$ cat src/design/sart_pkg.sv
`timescale 1ns / 1ps
// Shared types and constants for the sorted address range table.
// Used by every module of the block; depends on nothing else.
package sart_pkg;

  localparam int MAX_REGIONS_DEF = 64;
  localparam int ADDR_W          = 64;
  localparam int SLOT_OUT_W      = 6;
  localparam int IN_TDATA_W      = 3 * ADDR_W;
  localparam int OUT_TDATA_W     = 8;

  typedef enum logic [0:0] {
    FUNC_INSERT = 1'b0,
    FUNC_LOOKUP = 1'b1
  } func_t;

  typedef enum logic [1:0] {
    ST_OK   = 2'd0,
    ST_MISS = 2'd1,
    ST_FULL = 2'd2
  } status_t;

  typedef enum logic [1:0] {
    S_IDLE,
    S_EXEC,
    S_SCAN
  } state_t;

  // One stored region: start and exclusive end (start + length, wrapped)
  typedef struct packed {
    logic [ADDR_W-1:0] start_addr;
    logic [ADDR_W-1:0] end_addr;
  } region_t;

  // Command broadcast to every cell of the row
  typedef struct packed {
    logic              insert_en;
    logic [ADDR_W-1:0] new_start;
    logic [ADDR_W-1:0] new_end;
    logic [ADDR_W-1:0] addr;
  } cmd_t;

endpackage

$ cat src/design/sart_cell.sv
`timescale 1ns / 1ps
// One cell of the sorted row: holds the region at one position of the end order.
// Depends on sart_pkg for the region and command types.
module sart_cell #(
  parameter int MAX_REGIONS = sart_pkg::MAX_REGIONS_DEF,
  parameter int INDEX       = 0,
  parameter int SLOT_W      = $clog2(MAX_REGIONS),
  parameter int CNT_W       = $clog2(MAX_REGIONS + 1)
) (
  input  logic                  clk,
  input  logic [CNT_W-1:0]      count,
  input  sart_pkg::cmd_t        cmd,
  input  logic [SLOT_W-1:0]     new_slot,
  input  sart_pkg::region_t     left_data,
  input  logic [SLOT_W-1:0]     left_slot,
  input  logic                  left_shift,
  input  logic                  left_look,
  output sart_pkg::region_t     data,
  output logic [SLOT_W-1:0]     slot,
  output logic                  shift,
  output logic                  look,
  output logic                  match
);

  localparam logic [CNT_W-1:0] IDX = CNT_W'(INDEX);

  logic occupied;

  assign occupied = IDX < count;
  // entries with a larger end move one place right on an insert
  assign shift    = occupied && (cmd.new_end < data.end_addr);
  assign look     = occupied && (cmd.addr < data.end_addr);

  always_ff @(posedge clk) begin
    if (cmd.insert_en) begin
      if (left_shift) begin
        data <= left_data;
        slot <= left_slot;
      end else if (shift || (IDX == count)) begin
        data.start_addr <= cmd.new_start;
        data.end_addr   <= cmd.new_end;
        slot            <= new_slot;
      end
    end
    // first position whose end exceeds the address, and the address is not below its start
    match <= look && !left_look && (data.start_addr <= cmd.addr);
  end

endmodule

$ cat config.mk
export PLATFORM = sky130hd
export DESIGN_NAME = sart_cell
export DESIGN_NICKNAME = d
export VERILOG_FILES = /design/src/design/sart_pkg.sv /design/src/design/sart_cell.sv
export SDC_FILE = /design/constraint.sdc
export NUM_CORES = 1
export LEC_CHECK = 0
export BUFFER_PORTS_ARGS = -buffer_cell sky130_fd_sc_hd__buf_2
export CAP_MARGIN = 30
export CELL_PAD_IN_SITES_DETAIL_PLACEMENT = 1
export CELL_PAD_IN_SITES_GLOBAL_PLACEMENT = 1
export CORE_AREA = 8 8 183 185
export CTS_CLUSTER_DIAMETER = 150
export DETAILED_ROUTE_END_ITERATION = 12
export DIE_AREA = 0 0 191 193
export PLACE_DENSITY_LB_ADDON = 0.1
export SLEW_MARGIN = 10
export SYNTH_ARGS = -nofsm -noshare
export SYNTH_HDL_FRONTEND = slang
export SYNTH_SLANG_ARGS = --single-unit
$ cat constraint.sdc
create_clock -name clk -period 5.8 [get_ports clk]
set_input_delay 0.29 -clock clk [delete_from_list [all_inputs] [get_ports clk]]
set_output_delay 0.29 -clock clk [all_outputs]
set_load 0.005 [all_outputs]
======== After elaboration in Yosys (flattened, before gate mapping) ========
Cells that the tools add are included.
storage, ports and cells
  register bits after elaboration ......... 135
  output and inout bits ................... 137
operators by class
  muxes and demuxes ....................... 4
  order comparisons ....................... 4
  reduce and logical (&&, ||, !) cells .... 9
operator list
  operator                                                                     number
  128-bit two-way mux                                                          2
  64-bit less-than comparator                                                  2
  64-bit less-or-equal comparator                                              1
  6-bit two-way mux                                                            2
  7-bit zero test                                                              1
  1-bit by 7-bit less-than comparator with 1-bit output, first input constant  1
  1-bit logical AND                                                            4
  2-bit AND reduction                                                          1
  2-bit nonzero test                                                           1
  1-bit zero test                                                              1
  1-bit logical OR                                                             1

======== Longest topological paths before layout ========
  word-level depth ........................ 5
  gate-level depth with buffers ........... 9

======== Least setup slack after synthesis ========
Ideal clock, no wire load.
  kind .................................... register to register
  start point ............................. reg data[41] (netlist bit)
  end point ............................... reg data[0] (netlist bit) (enable)
  setup slack ............................. 288 ps
  data arrival time ....................... 4994 ps
  buffers on the path ..................... 0
  period minus slack after synthesis ...... 5512 ps
  setup time .............................. 518 ps
  data required time ...................... 5282 ps
  cell stages (with the launch flop) ...... 10
  path through ............................ edfxtp_1 > inv_1 > ha_1 > a211oi_1 > o21bai_1 > a211oi_1 > o21ai_0 > a211oi_1 > o31a_1 > o31a_1
between the ends
  word-level cells in the longest chain between the ends .. 5
RTL lines
  element                        line             RTL
  from (decl)                    sart_cell.sv:18  output sart_pkg::region_t data,
  from (signal assigned)         sart_cell.sv:37  data <= left_data;
  64-bit less-than comparator    sart_cell.sv:31  assign shift = occupied && (cmd.new_end < data.end_addr);
  1-bit logical AND              sart_cell.sv:31
  via shift                      sart_cell.sv:20  output logic shift,
  1-bit logical OR               sart_cell.sv:39  end else if (shift || (IDX == count)) begin
  2-bit nonzero test (no line)   -
  2-bit AND reduction (no line)  -
The timed path passes the listed nets, and every way through them passes these cells.
A chain may end at the register's enable or synchronous reset.

======== Final worst setup path ========
  start point ............................. reg data[43] (netlist bit)
  end point ............................... out look
between the ends
  word-level cells in the longest chain between the ends .. 2
RTL lines
  element                      line             RTL
  64-bit less-than comparator  sart_cell.sv:32  assign look = occupied && (cmd.addr < data.end_addr);
  1-bit logical AND            sart_cell.sv:32
  to (decl)                    sart_cell.sv:21  output logic look,
No other way between the ends.

==> reports/summary.txt <==
Status - finished clean
Startpoint Class - flip-flop
Starting DRT DRC Count - 254
Sequential cell area - 4040 um2
Clock Tree Root - clkbuf_16
DR vias - 8932
R2R depth - 11
Hold Crit Class - input port to flip-flop
Hold Path Stages - 2
Post-Syn Area - 10200 um2
Yosys warning count - 0
Comb power frac - 24.8%
Max clock buf depth - 2
CTS tree - done
Initial antenna violation count - 14
Crit-path cells - inv_1 > ha_1 > nand4_1 > nor4_1 > nand3_1 > a21oi_1 > o41ai_2 > o2bb2ai_1 > buf_2
Sequential Power Share - 39.6%
IO buf count - 479
CP max-delay cell - nor4_1
RSZ-0062 raised after global routing - no
Die width - 191 um
Post-DP HPWL - 34200 um
Initial Util - 33.0%
Final setup TNS - 0 ns
Cells after Synth - 903
Crit share post-route - 62.0%
Multi-input logic area - 5590 um2
Pleak - 6.71 nW
Syn_nets - 1436
Critical path arrival - 3.30 ns
CP max stage delay - 0.89 ns
Num rows - 65
Die area - 36900 um2
Fraction of layout cells with a size suffix above 1 - 46.3%
Overflow after GRT - 0
First-pass GRT wire length - 58000 um
Clock Sinks - 135
Sw frac - 28.6%
Count leader, synth - ha_1
Vias in the first global route - 9873
CP required - 5.51 ns
Post-synthesis register bit count - 135
Fin Clk Skew - 0.0118 ns
Total I/O pin count - 480
Top FF cell, synth - edfxtp_1
Routed wire length - 39700 um
FF-to-FF Start - data[41]
Hold Buf Count CTS - 0
Antenna Nets Post-Route - 0
Hold Path Origin - left_data[72]
# resized after CTS - 0
Endpoint, Worst Hold - data[72]
Seq/Total Area, Yosys - 39.7%
Synth cell count leaders - ha_1 (190), edfxtp_1 (134), mux2_2 (134)
Largest net degree at the start of global routing - 81
Crit path capture type - primary output
Worst Tran Pin Value - 0.993 ns
Switching pwr - 0.887 mW
Via/cell ratio - 4.93
Number of synthesized flops with an enable pin - 134
Max-cap violations - 0
Clk_lat worst skew - 0.43 ns
Final setup fails - 0
Slew HR - 33.2%
Routability Congestion - 0.808
Max-slew violation count - 0
Cell Int Power - 2.21 mW
Syn_area_per_cell - 11.3 um2
Synth area leaders - edfxtp_1 (40%), ha_1 (23%), mux2_2 (15%)
Layout net count - 1924
Clk network pwr share - 35.6%
Routed WL per cell - 21.9 um
Critical path class - flip-flop to primary output
CTS Buf Count - 17
Peak Freq - 0.278 GHz
Post-Place Setup Slack - 2.39 ns
Core area - 30800 um2
Total Routing Usage GR - 21.0%
Peak supply drop - 172 uV
Final Hold Violating Endpoints - 0
Reg2reg setup slack - 2.49 ns
Post-CTS setup buffer count - 0
CTS HTree Levels - 4
Final Util - 44.4%
Critical Path Fanout Max - 3
Die height - 193 um
Worst-path clk slew - 0.07 ns
DRC errors left - 0
Synth async-reset ratio - 0%
Critical R2R Capture - data[59]
Area leader, netlist - edfxtp_1
Library cells used by synthesis - 46
Minimum clock period - 3.59 ns
Cell Pwr Density - 226 nW/um2
Layout Area Growth over Synthesis - 34.3%
Fillers - 3604
Final WS setup - 2.21 ns
Pre-antenna DRT Iters - 4
Post-synth top area share - 39.5%
[worst max path at each step]
stage	depth (start not counted)	to	slack, ns	start
6_report	9	look	2.21	data[43]
5_1_grt	9	look	2.08	data[43]
4_1_cts	9	look	2.16	data[43]
3_5_place_dp	11	data[61]	2.39	cmd[126]
3_3_place_gp	10	data[51]	2.36	cmd[65]
2_1_floorplan	9	data[0]	0.29	data[41]
[power by group through the flow]
stage | Clock, mW | Combinational (mW) | Sequential (mW)
finish | 1.10 | 0.768 | 1.23
global route | 1.17 | 0.869 | 1.24
CTS | 1.13 | 0.785 | 1.23
detailed placement | 0 | 0.776 | 1.25
global placement | 0 | 0.756 | 1.25
floorplan | 0 | 0.394 | 1.25
[flip-flops by register name (all words and copies together), names as in the netlist]
signal / cells
slot: 6
data: 128
match: 1
[through the flow]
stage	instances	total power [mW]	instance area, um2	hold WS, ns
after CTS	1805	3.15	13700	0.131
after global placement	1773	2.00	13100	0.593
after global routing	1810	3.27	13700	0.140
after detailed placement	1774	2.03	13100	0.595
after floorplan	903	1.65	10200	0.488
final	1811	3.10	13700	0.157
[cell type report]
| cell class | count | area share [%] |
|---|---|---|
| clock inverters | 12 | 0.988 |
| repair buffers | 484 | 18.0 |
| flip-flops and latches | 135 | 29.6 |
| diodes | 6 | 0.110 |
| multi-input cells | 621 | 40.9 |
| inverters | 132 | 3.62 |
| well taps | 402 | 3.68 |
| clock buffers | 19 | 3.17 |
[layer usage]
metal	vias to the layer above	routed length (um)	track usage (%)	part of all wire [%]
li1	4380	-	-	-
met3	59	3230	7.43	8.1
met4	16	788	6.35	2.0
met1	4172	15300	22.8	38
met2	305	20300	37.8	51
met5	-	100	0	0.25
[critical path: cells and delay by family (launching register included)]
family / cells / cell delay, ns
AND/OR/NAND/NOR: 3 / 1.32
AO/OA/AOI/OAI: 3 / 0.62
flip-flops: 1 / 0.37
adder cells (fa/ha/maj): 1 / 0.31
buffers and inverters: 2 / 0.25
[placed cells by master, fill, tap and decap left out, types with 5 or more instances in the layout]
cell type,instances
buf_2,478
ha_1,190
mux2_2,134
edfxtp_1,134
inv_1,132
a21oi_1,64
nand4_1,36
nand2_1,34
o21ai_0,27
nor2_1,26
nand3_1,19
clkbuf_16,17
a21o_1,12
a211oi_1,10
nor3_1,9
nor4_1,7
diode_2,6
a221oi_1,5
[cell families after synthesis]
kind of cell,share of synthesized area [%]
adder cells (fa/ha/maj),23.4
buffers and inverters,5.42
multiplexers,14.8
flip-flops,39.7
AND/OR/NAND/NOR,7.14
AO/OA/AOI/OAI,9.55
Power figures use the tool's default switching activity.
