`src/design/sart_pkg.sv`:
```
`timescale 1ns / 1ps
// Shared types and constants for the sorted address range table.
// Used by every module of the block; depends on nothing else.
package sart_pkg;

  localparam int MAX_REGIONS_DEF = 64;
  localparam int ADDR_W          = 64;
  localparam int SLOT_OUT_W      = 6;
  localparam int IN_TDATA_W      = 3 * ADDR_W;
  localparam int OUT_TDATA_W     = 8;

  typedef enum logic [0:0] {
    FUNC_INSERT = 1'b0,
    FUNC_LOOKUP = 1'b1
  } func_t;

  typedef enum logic [1:0] {
    ST_OK   = 2'd0,
    ST_MISS = 2'd1,
    ST_FULL = 2'd2
  } status_t;

  typedef enum logic [1:0] {
    S_IDLE,
    S_EXEC,
    S_SCAN
  } state_t;

  // One stored region: start and exclusive end (start + length, wrapped)
  typedef struct packed {
    logic [ADDR_W-1:0] start_addr;
    logic [ADDR_W-1:0] end_addr;
  } region_t;

  // Command broadcast to every cell of the row
  typedef struct packed {
    logic              insert_en;
    logic [ADDR_W-1:0] new_start;
    logic [ADDR_W-1:0] new_end;
    logic [ADDR_W-1:0] addr;
  } cmd_t;

endpackage

```
`src/design/sart_reduce.sv`:
```
`timescale 1ns / 1ps
// Collects the one-hot match flags of the cell row into a hit flag and a slot.
// Depends on sart_pkg for the address width.
module sart_reduce #(
  parameter int MAX_REGIONS = sart_pkg::MAX_REGIONS_DEF,
  parameter int SLOT_W      = $clog2(MAX_REGIONS)
) (
  input  logic [MAX_REGIONS-1:0]             match,
  input  logic [MAX_REGIONS-1:0][SLOT_W-1:0] slots,
  input  logic [sart_pkg::ADDR_W-1:0]        first_start,
  input  logic [sart_pkg::ADDR_W-1:0]        addr,
  output logic                               hit,
  output logic [SLOT_W-1:0]                  slot
);

  logic [SLOT_W-1:0] slot_or;

  always_comb begin
    slot_or = '0;
    for (int i = 0; i < MAX_REGIONS; i++) begin
      slot_or = slot_or | (slots[i] & {SLOT_W{match[i]}});
    end
  end

  // an address below the first ordered start misses even if a later entry covers it
  assign hit  = (|match) && !(first_start > addr);
  assign slot = slot_or;

endmodule

```
`config.mk`:
```
export PLATFORM = sky130hd
export DESIGN_NAME = sart_reduce
export DESIGN_NICKNAME = d
export VERILOG_FILES = /design/src/design/sart_pkg.sv /design/src/design/sart_reduce.sv
export SDC_FILE = /design/constraint.sdc
export NUM_CORES = 1
export LEC_CHECK = 0
export ABC_AREA = 1
export BUFFER_PORTS_ARGS = -buffer_cell sky130_fd_sc_hd__buf_2
export CORE_AREA = 2 2 227 229
export DETAILED_ROUTE_END_ITERATION = 16
export DIE_AREA = 0 0 229 231
export PLACE_DENSITY = 0.33
export SYNTH_ARGS = -nofsm -noshare
export SYNTH_HDL_FRONTEND = slang
export SYNTH_SLANG_ARGS = --single-unit
export TNS_END_PERCENT = 10
```
`constraint.sdc`:
```
create_clock -name vclk -period 1.84
set_clock_uncertainty 0.15 [all_clocks]
set_input_delay 0.184 -clock vclk [all_inputs]
set_output_delay 0.184 -clock vclk [all_outputs]
set_load 0.03 [all_outputs]
```
## After elaboration in Yosys (flattened, before gate mapping)

Cells that the tools add are included.

- Register bits: 0
- Output and inout bits: 7
- Logic and storage cells: 131

- $lt $le $gt $ge: 1
- Bitwise logic cells: 127
- Reduce and logical (&&, ||, !) cells: 3

Operators with widths:

| kind | number |
|---|---|
| $and A6 B6 Y6 | 64 |
| $or A6 B6 Y6 | 63 |
| $gt A64 B64 Y1 | 1 |
| $reduce_or A64 Y1 | 1 |
| $logic_and A1 B1 Y1 | 1 |
| $logic_not A1 Y1 | 1 |

## Logic depth before layout (Yosys ltp)

Gate-level depths: netlist (run 1).

- Depth after elaboration: 64
- Depth in mapped cells: 16
- Mapped depth without buffers: 16

## Worst setup path after synthesis (run 1)

No wires, ideal clock.

- Path kind: input to output
- From: input addr[47] in the netlist's numbering
- To: output hit
- Arrival time: 1.621 ns
- Path slack: -0.115 ns
- Stages on the path: 8
- Cell sequence: inv_1 ha_1 nand4_1 nor2_1 nand3b_1 nor3b_2 nand4_1 a21oi_1

- Word-level cells in the longest chain between the ends: 3

RTL lines:

| what | line | source |
|---|---|---|
| from (decl) | sart_reduce.sv:11 | `input logic [sart_pkg::ADDR_W-1:0] addr,` |
| $gt A64 B64 Y1 | sart_reduce.sv:26 | `assign hit = (\|match) && !(first_start > addr);` |
| $logic_not A1 Y1 | sart_reduce.sv:26 |  |
| $logic_and A1 B1 Y1 | sart_reduce.sv:26 |  |
| to (decl) | sart_reduce.sv:12 | `output logic hit,` |

No other way between the ends.

## Final worst setup path (run 1)

- From: input match[37]
- To: output hit

- Word-level cells in the longest chain between the ends: 2

RTL lines:

| what | line | source |
|---|---|---|
| from (decl) | sart_reduce.sv:8 | `input logic [MAX_REGIONS-1:0] match,` |
| $reduce_or A64 Y1 | sart_reduce.sv:26 |  |
| $logic_and A1 B1 Y1 | sart_reduce.sv:26 |  |

No other way between the ends.

==> results of run 1 <==
-- through the flow --
step	worst slack (ns)	hold slack, ns	power (W)	utilization, %
after floorplan	0.03903	0.5827	0.0005861	-
after global placement	-0.7244	0.7199	0.002044	17.57
after detailed placement	-0.6640	0.7241	0.002044	17.57
after CTS	-0.2057	0.6961	0.002152	18.29
after global routing	-0.2961	0.7178	0.002348	18.43
final	-0.2129	0.6929	0.002151	18.44
-- layer usage --
| metal | wire (µm) | share of wire [%] |
|---|---|---|
| met3 | 3628 | 6.7 |
| met2 | 25000 | 46 |
| met5 | 48 | 0.089 |
| met1 | 24410 | 45 |
| met4 | 779 | 1.4 |
-- final cells by class --
type	count	area, µm²
multi-input cells	699	4150
inverters	74	280.3
well taps	680	850.8
fillers	6088	41330
diodes	3	7.507
repair buffers	705	4056
-- kinds of logic (layout without fill, tap and decap cells) --
family          after synthesis  in the layout  synth area share [%]
fa+ha+maj                    64             64                 19.46
compound gates               81             81                 13.56
other cells                   0              3                     0
simple gates                554            554                 60.22
buf+inv                      74            779                 6.752
-- report_power, final --
| group | internal, W | switching [W] | leakage [nW] |
|---|---|---|---|
| clock | 0.000000000218 | 0 | 0.0000190 |
| combinational | 0.000994 | 0.00116 | 5.20 |
| sequential | 0 | 0 | 0 |
-- worst max-delay path by stage --
stage	to	depth (start not counted)	from	slack [ns]
floorplan	hit	8	addr[47]	0.04
global placement	slot[1]	8	match[59]	-0.72
detailed placement	slot[1]	8	match[37]	-0.66
CTS	hit	11	first_start[43]	-0.21
global route	hit	10	addr[47]	-0.30
finish	hit	8	match[37]	-0.21
-- critical path, cell delays in order --
cell and delay [ns]:
sky130_fd_sc_hd__buf_2 0.16, sky130_fd_sc_hd__nor4_1 0.60, sky130_fd_sc_hd__nand4_1 0.15, sky130_fd_sc_hd__nor2_1 0.15
sky130_fd_sc_hd__and2_0 0.15, sky130_fd_sc_hd__buf_4 0.14, sky130_fd_sc_hd__a21oi_2 0.05, sky130_fd_sc_hd__buf_6 0.14
-- layout by cell type, fill, tap and decap left out, types with 4 or more instances in the layout --
cell type | synthesis | routed
sky130_fd_sc_hd__buf_2 | 0 | 558
sky130_fd_sc_hd__nand2_1 | 369 | 361
sky130_fd_sc_hd__buf_4 | 0 | 122
sky130_fd_sc_hd__nand4_1 | 95 | 95
sky130_fd_sc_hd__inv_1 | 74 | 68
sky130_fd_sc_hd__ha_1 | 64 | 58
sky130_fd_sc_hd__a22o_1 | 36 | 36
sky130_fd_sc_hd__a21oi_1 | 31 | 27
sky130_fd_sc_hd__nor2_1 | 29 | 22
sky130_fd_sc_hd__nor4_1 | 26 | 19
sky130_fd_sc_hd__buf_6 | 0 | 16
sky130_fd_sc_hd__nor3_2 | 1 | 10
sky130_fd_sc_hd__nand2_2 | 1 | 9
sky130_fd_sc_hd__nor3_1 | 18 | 8
sky130_fd_sc_hd__buf_12 | 0 | 8
sky130_fd_sc_hd__nor2_2 | 1 | 7
sky130_fd_sc_hd__ha_4 | 0 | 6
sky130_fd_sc_hd__inv_2 | 0 | 5
sky130_fd_sc_hd__nor4_4 | 1 | 5
sky130_fd_sc_hd__nand3_1 | 6 | 4
sky130_fd_sc_hd__a21oi_2 | 0 | 4
sky130_fd_sc_hd__o21ai_1 | 2 | 4
sky130_fd_sc_hd__o21a_1 | 4 | 4
-- timing repair --
action / CTS / global route
cloned: 0 / 0
setup buffers: 0 / 0
pin swaps: 20 / 11
gates resized for setup: 79 / 15
setup endpoints to repair: 7 / 7
==> results list, run 1 <==
- Run status: complete, but fails checks
* Failing checks: setup timing
* Largest net degree at the start of global routing: 8
* Core Box Area: 50680 µm²
* Die Footprint: around 53000 µm²
- IR analysis of the VDD net gives a maximum drop of about 0.000067 V.
- DRC marker count from the first detailed-route iteration: 518
* Final setup margin: -0.2129 ns
- The share of synthesized area in the top cell type comes to 33.67%.
- Synth Area per Inst: 5.322 µm²
- The startpoint identified for the worst hold timing path is slots[299].
- The final critical path takes up 111.6% of the cycle.
* Number of global-route vias before repair: 9053
- Leakage Power: 5.199 nW
- List of most frequent post-synthesis cells: sky130_fd_sc_hd__nand2_1 (369), sky130_fd_sc_hd__nand4_1 (95), sky130_fd_sc_hd__inv_1 (74)
- Shortest period the worst path allows: roughly 2 ns
- Routed wire length: ~54000 µm
- After legalization and detailed placement, the total HPWL measured 49260 µm.
- I/O pin count: 583
- Number of hold buffers added after cts: 0
- CP Capture Type: primary output
- Transition time at the pin with the least slew margin: 0.6348 ns
- Once the floorplan was initialized, standard cells occupied 8.118% of the core.
- Routed via count divided by cell count: 4.023
* Met1 track demand over resource in global routing: around a quarter
- MaxCap Viol Count: 0
- For this run, the number of Yosys warnings is 0.
- For this run, the number of standard cells in the final layout without fillers is 2161.
* Unique masters post-synth: 25
- Synthesis produced a netlist with a net count of 1413.
- Setup violations remaining at the end of the flow were counted as 7.
* Leading post-synthesis cells by cell area: sky130_fd_sc_hd__nand2_1 (34%), sky130_fd_sc_hd__ha_1 (19%), sky130_fd_sc_hd__nand4_1 (14%)
- The worst setup path is launched from a primary input.
- After detailed routing, the average wire length per cell comes to 24.93 µm.
- Total power per unit cell area: 230.2 nW/µm²
- Sequential elements use 0% of the synthesized area.
* Data arrival time of the worst path: 1.72 ns
- After detailed routing, the number of remaining DRC violations is 0.
* Setup CP Type: primary input to primary output
- GP Congestion: 0.9586
* Final hold violations: 0
* Core Rows: 83
* Path type of the worst min-delay path: primary input to primary output
* Total gr overflow: 0
* Setup Total Neg Slack: -0.7092 ns
- Max-slew violation total from the final report: 0
- Syn Std Cell Area: around 4100 µm²
- The path with the worst hold slack has its endpoint at slot[5].
- Largest fanout of any net on the critical path: 4
* Met3 Use GR: 3.199%
- First-pass GRT wire length: 71480 µm
- At the worst endpoint, the required time is 1.51 ns.
* Register cell area after layout: 0 µm²
- Post-Place Cells: 2158
* Total global routing track utilization: about a fifth
- In this run the cell area measured after placement is 8902 µm².
- The number of antenna violations at the first check in global routing is 14.
* Clk_buf instances: 0
* Hold path cells: 5
* Post-synthesis cell type with the largest combined area: sky130_fd_sc_hd__nand2_1
- Setup repair after global routing could not meet its margin everywhere.
- For this run, global-route usage on met2 was measured as between 30% and 40%.
- Die boundary width: 229 µm
- Most common cell in the synthesized netlist: sky130_fd_sc_hd__nand2_1
- met2 is the most crowded layer.
* Layout area overhead: 127.2%
* Number of detailed-route iterations in the first pass: 5
* Antenna-violating nets left: 0
- Share of post-route cells with drive strength above 1: 51.62%
* Number of sequential cells: 0
- Total vias in the final route: 8694
- Vert. Die Dim: 231 µm
- Synthesis produced a netlist whose cell count is 773.
- The count of buffers added on input and output ports is around 580.
- Max-slew headroom: approximately 57%
* Final cell area excluding filler cells: a little over 9000 µm²
- For this run, the post-layout net count is 2120.
* Fmax: 487.1 MHz
(Power assumes the default switching activity.)
==> run 2: changes to the inputs <==
PLACE_DENSITY = unset   (was 0.33)
==> run 2 against run 1 <==
Effect of this change:
- the flow still finishes with violations (setup timing)
- worst setup slack improved by 0.066 ns
- wire length fell by 1.8%
- utilization rose by 0.50 points
- final area rose by 2.7%
- sequential share of layout area did not move
- worst hold slack improved by 0.0034 ns
- die area did not move
- critical path type unchanged
- largest power group unchanged
==> results list, run 2 (synthesis gave the netlist of run 1 again) <==
- Initial standard-cell utilization of the core: 8.118% (unchanged)
* Run status: complete, but fails checks
- Type of element launching the critical path: primary input
- Hold WS: 0.6964 ns (+0.003440 ns)
- # DRC: 0 (unchanged)
- Share of post-route cells with drive strength above 1: 53.23% (+1.6 points)
* Register cell area after layout: 0 µm² (unchanged)
- The height of the chip was 231 µm (unchanged).
- Non-filler instance count after layout: 2168 (+0.32%)
- The critical path goes through buf_2 -> ha_1 -> a21oi_1 -> o21a_1 -> nand2_1 -> a21oi_1 -> nand2_1 -> nand2_1 -> nand2_1 -> a21oi_2 -> buf_6.
- Total Power: 0.002241 W (+4.2%)
* Number of detailed-route iterations in the first pass: 6 (+1)
- The arrival time at the worst endpoint came to 1.65 ns (-0.07 ns).
- Core Rows: 83 (unchanged)
* Core Box Area: 50680 µm² (unchanged)
* Final hold violations: 0 (unchanged)
- In this run the worst hold path is classified as primary input to primary output.
- Routed via count divided by cell count: 4.030 (+0.16%)
- Initial antenna violation count: 12 (-2)
* Die boundary width: 229 µm (unchanged)
* Setup CP Type: primary input to primary output
- Biggest cell delay along the critical path: 0.30 ns (-0.30 ns)
* CP Capture Type: primary output
- The final-stage net count was 2128 (+0.38%).
- Max-slew violation total from the final report: 0 (unchanged)
- The cell count after placement was 2165 (+0.32%).
* I/O pin count: 583 (unchanged)
- Die Footprint: 52900 µm² (unchanged)
* GP Congestion: 0.9912 (+3.4%)
* Clk_buf instances: 0 (unchanged)
* MaxCap Viol Count: 0 (unchanged)
* Most common cell after layout, fill and taps aside: sky130_fd_sc_hd__buf_2
- Total global routing track utilization: 18.91% (-0.47 points)
* Commonest non-fill, non-tap cells in the layout: sky130_fd_sc_hd__buf_2 (552), sky130_fd_sc_hd__nand2_1 (357), sky130_fd_sc_hd__buf_4 (127), sky130_fd_sc_hd__nand4_1 (95), sky130_fd_sc_hd__inv_1 (63)
* HPWL after detailed placement: 48470 µm (-1.6%)
- First-pass GRT wire length: 68720 µm (-3.9%)
* Largest fanout of any net on the critical path: 2 (-2)
- The routed wire length per instance is 24.39 µm (-2.2%).
* Post-route fraction of the period consumed by the critical path: 108.0% (-3.6 points)
- Required time reported for the critical path endpoint: 1.51 ns (about the same)
* Setup violations, final: 6 (-1)
- The number of buffers added to fix hold violations after cts came to 0 (unchanged).
- The number of buffer cells added on primary ports is 583 (unchanged).
- The overflow left after global routing came to 0 (unchanged).
- The via count was 8736 (+0.48%).
- The pin count of the biggest net entering global routing was 8 (unchanged).
- The minimum setup slack in the final design came to -0.1467 ns (+0.06612 ns).
- Transition time at the pin with the least slew margin: 0.4341 ns (-0.2007 ns)
- Fill cell count: 6009 (-1.3%)
* Most used cell along the critical path: sky130_fd_sc_hd__nand2_1
- Routed wire length: 52870 µm (-1.8%)
- Among all stages on the critical path, the largest delay is contributed by sky130_fd_sc_hd__ha_1.
- The sequential cell count came to 0 (unchanged).
- The highest clock rate was 503.3 MHz (+3.3%).
* Setup repair after global routing missed its margin: yes
- The count of antenna-violating nets left after detailed routing came to 0 (unchanged).
- The clock period minus worst slack was 1.987 ns (-0.06611 ns).
* Worst voltage drop across the vdd grid: 0.00008765 V (+30%)
- The power density of the placed cells was 233.5 nW/µm² (+1.5%).
- Number of global-route vias before repair: 8697 (-3.9%)
* Layout area overhead: 133.3%
* Failing checks: setup timing
- The cell leakage power was 5.256 nW (+1.1%).
- Max-slew headroom: 70.82% (+14 points)
- DRC marker count from the first detailed-route iteration: 682 (+32%)
==> run 2: cell count changes in the layout (fill, tap and decap cells not counted), moves of 4 or more <==
cell	before	now
sky130_fd_sc_hd__inv_2	5	10
sky130_fd_sc_hd__nor3_2	10	6
sky130_fd_sc_hd__buf_4	122	127
sky130_fd_sc_hd__buf_2	558	552
sky130_fd_sc_hd__inv_1	68	63
sky130_fd_sc_hd__nand2_1	361	357
sky130_fd_sc_hd__ha_1	58	49
sky130_fd_sc_hd__ha_4	6	15
sky130_fd_sc_hd__buf_6	16	21
==> run 2: area by class of cell <==
cell class / count / area [µm²] / area share [%]
timing repair buffer: 713 / 4195 / 43.70
antenna: 2 / 5.005 / 0.05214
tap: 680 / 850.8 / 8.863
inverter: 74 / 280.3 / 2.920
multi-input combinational: 699 / 4268 / 44.46
==> run 2: critical path: cells and delay by family <==
family                     cells  cell delay, ns
AOI/OAI and AO/OA              4            0.65
adders and majority gates      1            0.30
buffers and inverters          2            0.25
and+or+nand+nor                4            0.27
==> run 2: path summary, 6_finish.rpt <==
kind / start / endpoint / slack (ns) / cells past startpoint
worst max-delay path: first_start[29] / hit / -0.15 / 11
worst min-delay path: slots[198] / slot[0] / 0.70 / 6
==> run 2: through the flow <==
stage | instance area [µm²] | util (%) | setup slack, ns | setup TNS [ns]
3_5_place_dp | 8980 | 17.72 | -0.4920 | -1.958
5_1_grt | 9597 | 18.94 | -0.2922 | -1.173
3_3_place_gp | 8980 | 17.72 | -0.5242 | -2.049
2_1_floorplan | 4118 | - | 0.03903 | 0
6_report | 9599 | 18.94 | -0.1467 | -0.4952
4_1_cts | 9529 | 18.80 | -0.1738 | -0.7121
==> run 2: routing by layer <==
| metal | GRT usage [%] | part of all wire, % | vias up |
|---|---|---|---|
| li1 | - | - | 4144 |
| met1 | 26.18 | 46 | 3984 |
| met2 | 30.39 | 44 | 544 |
| met3 | 3.743 | 7.9 | 54 |
| met4 | 3.612 | 2.2 | 10 |
| met5 | 0 | 0.14 | - |
==> run 2: power breakdown <==
group	total [W]	internal, W	switching [W]
Sequential	0	0	0
Combinational	0.00224	0.00105	0.00119
Clock	0.000000000146	0.000000000146	0
Total	0.00224	0.00105	0.00119
==> run 2: timing repair <==
item | 4_1_cts | 5_1_grt
pin swaps | 42 | 4
buffers inserted | 1 | 0
setup endpoints to repair | 7 | 7
resized for setup | 111 | 16
